### src/hw/rtl/avgbg_pkg.sv
`default_nettype none
package avgbg_pkg;

	localparam int NUM_PIXELS       = 65536;
	localparam int MAX_LEARN_FRAMES = 255;

	localparam int ADDR_W     = 16;
	localparam int CH_W       = 8;
	localparam int SUM_W      = 16;
	localparam int CNT_W      = $clog2(MAX_LEARN_FRAMES + 1);
	localparam int FRAC_W     = 4;
	localparam int Q_W        = 12;
	localparam int DIVD_W     = SUM_W + FRAC_W;
	localparam int LIM_W      = 17;
	localparam int SCALE_W    = 8;
	localparam int FUNC_W     = 2;
	localparam int CFG_IDX_W  = 8;
	localparam int CFG_DATA_W = 8;
	localparam int FIFO_DEPTH = 4;
	localparam int FIFO_PTR_W = $clog2(FIFO_DEPTH);

	localparam logic [ADDR_W-1:0] LAST_ADDR = ADDR_W'(NUM_PIXELS - 1);
	localparam logic [CNT_W-1:0]  MAX_CNT   = CNT_W'(MAX_LEARN_FRAMES);

	localparam logic [FUNC_W-1:0] FUNC_LEARN  = 2'd0;
	localparam logic [FUNC_W-1:0] FUNC_FINAL  = 2'd1;
	localparam logic [FUNC_W-1:0] FUNC_DETECT = 2'd2;

	localparam logic [CFG_IDX_W-1:0] REG_HIGH_SCALE = 8'd0;
	localparam logic [CFG_IDX_W-1:0] REG_LOW_SCALE  = 8'd1;

	localparam logic [SCALE_W-1:0] HIGH_SCALE_RST = 8'd112;
	localparam logic [SCALE_W-1:0] LOW_SCALE_RST  = 8'd96;

	typedef enum logic [1:0] {
		OP_LEARN,
		OP_FINAL,
		OP_DETECT
	} op_t;

	typedef struct packed {
		op_t                   op;
		logic [ADDR_W-1:0]     idx;
		logic [2:0][CH_W-1:0]  px;
		logic                  last;
	} item_t;

	typedef struct packed {
		logic clearing;
	} back_status_t;

endpackage
`default_nettype wire

### src/hw/rtl/avgbg_fifo.sv
`default_nettype none
module avgbg_fifo (
	input  wire logic             clk,
	input  wire logic             arst_n,
	input  wire logic             push,
	input  wire avgbg_pkg::item_t din,
	input  wire logic             pop,
	output avgbg_pkg::item_t      dout,
	output logic                  full,
	output logic                  empty
);

	avgbg_pkg::item_t                     mem_q [avgbg_pkg::FIFO_DEPTH];
	logic [avgbg_pkg::FIFO_PTR_W-1:0]     wr_ptr_q;
	logic [avgbg_pkg::FIFO_PTR_W-1:0]     rd_ptr_q;
	logic [avgbg_pkg::FIFO_PTR_W:0]       cnt_q;

	assign full  = (cnt_q == (avgbg_pkg::FIFO_PTR_W + 1)'(avgbg_pkg::FIFO_DEPTH));
	assign empty = (cnt_q == '0);
	assign dout  = mem_q[rd_ptr_q];

	always_ff @(posedge clk) begin
		if (push) begin
			mem_q[wr_ptr_q] <= din;
		end
	end

	always_ff @(posedge clk or negedge arst_n) begin
		if (!arst_n) begin
			wr_ptr_q <= '0;
			rd_ptr_q <= '0;
			cnt_q    <= '0;
		end else begin
			if (push) begin
				wr_ptr_q <= wr_ptr_q + 1'b1;
			end
			if (pop) begin
				rd_ptr_q <= rd_ptr_q + 1'b1;
			end
			if (push && !pop) begin
				cnt_q <= cnt_q + 1'b1;
			end else if (pop && !push) begin
				cnt_q <= cnt_q - 1'b1;
			end
		end
	end

endmodule
`default_nettype wire

### config.mk
export PLATFORM = sky130hd
export DESIGN_NAME = avgbg_fifo
export DESIGN_NICKNAME = d
export VERILOG_FILES = /design/src/hw/rtl/avgbg_pkg.sv /design/src/hw/rtl/avgbg_fifo.sv
export SDC_FILE = /design/constraint.sdc
export NUM_CORES = 1
export LEC_CHECK = 0
export BUFFER_PORTS_ARGS = -buffer_cell sky130_fd_sc_hd__buf_2
export CAP_MARGIN = 40
export CORE_UTILIZATION = 35
export CTS_BUF_LIST = sky130_fd_sc_hd__clkbuf_4 sky130_fd_sc_hd__clkbuf_8
export DETAILED_ROUTE_END_ITERATION = 12
export SLEW_MARGIN = 25
export SYNTH_ARGS = -nofsm -noshare
export SYNTH_HDL_FRONTEND = slang
export SYNTH_SLANG_ARGS = --single-unit
### constraint.sdc
create_clock -name clk -period 2 [get_ports clk]
set_input_delay 0.4 -clock clk [delete_from_list [all_inputs] [get_ports clk]]
set_output_delay 0.4 -clock clk [all_outputs]
set_load 0.1 [all_outputs]
# == Word level (Yosys, flattened, before mapping) ==
# Memory sizes are Yosys's and may differ from the RTL's.
# Cells that the tools add are included.
# totals
ff_bits,7
mem_bits_rw,172
input_bits,47
output_inout_bits,45
word_cells,19
memories,1
# op_classes
addsub,4
n_eq_ne,1
n_mux,4
reduce_logical,6
# memory_table
name,depth,width,rd,rd_ports_with_merged_regs,wr,line,text
mem_q,4,43,1,0,1,avgbg_fifo.sv:13,avgbg_pkg::item_t mem_q [avgbg_pkg::FIFO_DEPTH];
# op_table
op,n
3-bit 2-to-1 mux,2
2-bit by 1-bit adder with 2-bit output (second input constant),2
3-bit by 1-bit adder with 3-bit output (second input constant),1
3-bit equality test (second input constant),1
3-bit zero test,1
3-bit by 1-bit subtractor with 3-bit output (second input constant),1
1-bit logical AND,2
1-bit zero test,2
1-bit 2-to-1 mux,2
2-bit nonzero test,1

# == Depth between registers and ports, before layout ==
# logic_depth
ltp_word,4
ltp_mapped,7

# == Worst setup path before layout ==
# OpenSTA, ideal clock, no wires.
# synth_timing
path_type,register -> output
start,register cnt_q[0] (netlist bit)
end,output port full
t_arrival_ns,2.653
t_required_ns,1.600
slack_ns,-1.053
path_stages_with_launch,2
path_cell_list,dfrtp_1 -> nor3b_1
# synth_via
elab_chain_len,1
# synth_lines
item,line,text
"start, declared",avgbg_fifo.sv:16,logic [avgbg_pkg::FIFO_PTR_W:0] cnt_q;
"start signal, assigned",avgbg_fifo.sv:41,cnt_q <= cnt_q + 1'b1;
"start signal, assigned",avgbg_fifo.sv:43,cnt_q <= cnt_q - 1'b1;
3-bit equality test,avgbg_fifo.sv:18,assign full = (cnt_q == (avgbg_pkg::FIFO_PTR_W + 1)'(avgbg_pkg::FIFO_DEPTH));
"end, declared",avgbg_fifo.sv:9,"output logic full,"
# No other way between the ends.

==> results.cfg <==
[place]
placed_area_mm2 = 0.00760
gp_congestion = 0.662
port_buffers = 91
place.detailed.hpwl_um = 7440

[global_route]
antenna_found_initial = 0
grt_pass1_wl_um = 18400
track_usage_pct = 13.1
grt_pass1_vias = 3315
grt_max_degree = 26
grt_overflow = 0

[sta]
min_period_ns = 2.34
max_freq_mhz = 427
worst_pin_slew_ns = 0.424
setup_slack_ns = -0.341
hold_ws_ns = 0.154
hold_violations = 0
rsz0062_at_grt = yes
period_share_pct = 117
drv_slew = 0
slew_headroom_pct = 71.8
fin_skew_ns = 0.00898
setup_viol = 43

[floorplan]
die_area_mm2 = 0.0196
start_util_pct = 35.6
core-area_mm2 = 0.0187
die_h_um = 140
fp.dieW_um = 140
ios = 92
rows = 50

[clocking]
cts_tree = yes
root_buffer = clkbuf_8
cts_buffer_depth = 2
path_clk_slew_ns = 0.09
cts_sinks = 179
cts-htree-levels = 4
insertion_delay_ns = 0.45
numCtsBuffers = 17

[worst_setup_path]
critPathArrivalTime_ns = 1.94
rr_worst_depth = 4
r2r-start = wr_ptr_q[0]$_DFFE_PN0P_
crit_chain = buf_4, buf_12, mux4_2, buf_6
critPathRequiredTime_ns = 1.60
crit_fanout = 7
critPathMaxStageDelay_ns = 0.53
r2r-end = mem_q[0][17]$_DFFE_PP_
worst_path_max_delay_cell = dfrtp_4
rrSetupSlack_ns = 0.46
cp-start-kind = flip-flop
worstSetupEndpointType = output pin
crit_type = reg -> out

[routing]
routed_wl_um = 11800
wl_met3_um = 577
drtPass1Iterations = 4
ant_nets = 0
drtIter0Drc = 172
vias = 2976
route.met2.wl_um = 6440
drc = 0
wl_met1_um = 4710
via_per_inst = 4.74
wl_per_cell_um = 18.9
topRoutingLayerUsed = met4

[synth]
synth_area_mm2 = 0.00666
synthCells = 259
yosys_warnings = 0
ys_seq_area_share_pct = 80.2
synth_xor_area_share_pct = 0.789
synth-simple-area-share_pct = 0.733
synth.avg_cell_area_um2 = 25.7
ys_types = 19
synth_top_family_by_area = multiplexers
synth_compound_area_share_pct = 0.0752
synth_adder_area_share_pct = 1.24
synthMuxAreaShare_pct = 15.0
ys_seq_elements = 179
syn_nets = 312

[final_layout]
drive_gt1_share_pct = 49.5
area_growth_syn_to_layout_pct = 25.0
final_nets = 434
register_area_mm2 = 0.00535
fillers = 1561
multi_input_area_mm2 = 0.00118
design_area_mm2 = 0.00833
mostFrequentLayoutCell = edfxtp_1
layout_common_cells = edfxtp_1 (172), buf_2 (46), mux4_2 (43)
antennaDiodeCount = 0

[worst_hold_path]
min_to = mem_q[0][2]$_DFFE_PP_
min_from = din[2]
hold_depth = 1
hp-class = in -> reg

[run]
cap_violations = 0

[outcome]
outcome = finished with violations
violations = negative setup slack
## critical path, delay by kind of cell (launching register included)
family / cells / cell delay (ns)
buffers and inverters: 3 / 0.50
DFF: 1 / 0.53
muxes: 1 / 0.46
## layout make-up
class / instances / area share [%]
repair buffers: 113 / 13.4
multi-input cells: 66 / 14.2
flip-flops and latches: 179 / 64.2
well taps: 234 / 3.52
inverters: 4 / 0.180
clock inverters: 14 / 1.55
clock buffers: 18 / 2.90
## state kept, by name (all words and copies together) (netlist names)
name	count
rd_ptr_q	2
wr_ptr_q	2
mem_q	172
cnt_q	3
## synthesized netlist by cell type
| library cell | number | area, um^2 |
|---|---|---|
| ha_1 | 5 | 62.6 |
| buf_6 | 1 | 11.3 |
| dfrtp_1 | 7 | 175 |
| edfxtp_1 | 172 | 5160 |
| o21ai_0 | 1 | 5.00 |
| buf_12 | 4 | 80.1 |
| mux4_2 | 38 | 856 |
| nor2_1 | 1 | 3.75 |
| nor3_1 | 1 | 5.00 |
| xnor2_1 | 2 | 17.5 |
| mux4_1 | 5 | 131 |
| xor2_1 | 4 | 35.0 |
| buf_2 | 5 | 25.0 |
| nand2_1 | 2 | 7.51 |
| mux2_2 | 1 | 11.3 |
| inv_1 | 4 | 15.0 |
| and2_1 | 4 | 25.0 |
| fa_1 | 1 | 20.0 |
| nor3b_1 | 1 | 7.51 |
## through the flow
step,setup WS [ns],setup TNS [ns],utilization [%],cells
2_1_floorplan,-0.0771,-0.147,-,259
3_3_place_gp,0.0262,0,40.6,590
3_5_place_dp,0.00464,0,40.6,590
4_1_cts,-0.407,-15.39,44.5,629
5_1_grt,-0.433,-17.06,44.5,628
6_report,-0.341,-12.74,44.5,628
## worst max-delay path by stage
stage	from	to	slack (ns)	cells past startpoint
after detailed placement	rd_ptr_q[0]$_DFFE_PN0P_	dout[41]	0.005	3
after global routing	rd_ptr_q[0]$_DFFE_PN0P_	dout[18]	-0.43	4
final	rd_ptr_q[0]$_DFFE_PN0P_	dout[39]	-0.34	4
after CTS	rd_ptr_q[0]$_DFFE_PN0P_	dout[28]	-0.41	4
after floorplan	cnt_q[0]$_DFFE_PN0P_	full	-0.08	1
after global placement	rd_ptr_q[0]$_DFFE_PN0P_	dout[34]	0.03	3
## kinds of logic (layout without fill, tap and decap cells)
group	Yosys count	count (layout)
XOR/XNOR	6	6
adder cells (fa/ha/maj)	6	6
AND/OR/NAND/NOR	9	9
buffers and inverters	14	149
multiplexers	44	44
AO/OA/AOI/OAI	1	1
flip-flops	179	179
## per-layer routing
| metal | GRT usage [%] | up-vias |
|---|---|---|
| li1 | - | 1333 |
| met1 | 14.6 | 1561 |
| met2 | 23.3 | 72 |
| met3 | 4.31 | 10 |
| met4 | 5.09 | 0 |
| met5 | 0 | - |
## timing repair
action	4_1_cts	5_1_grt
endpoints found under the hold margin	7	0
hold buffers	1	0
resized for setup	91	7
endpoints found under the setup margin	44	44
cloned	2	0
setup buffers	4	1
Power is not shown: default switching activity piles up to over one toggle a cycle in this logic, so the estimate is an artifact.
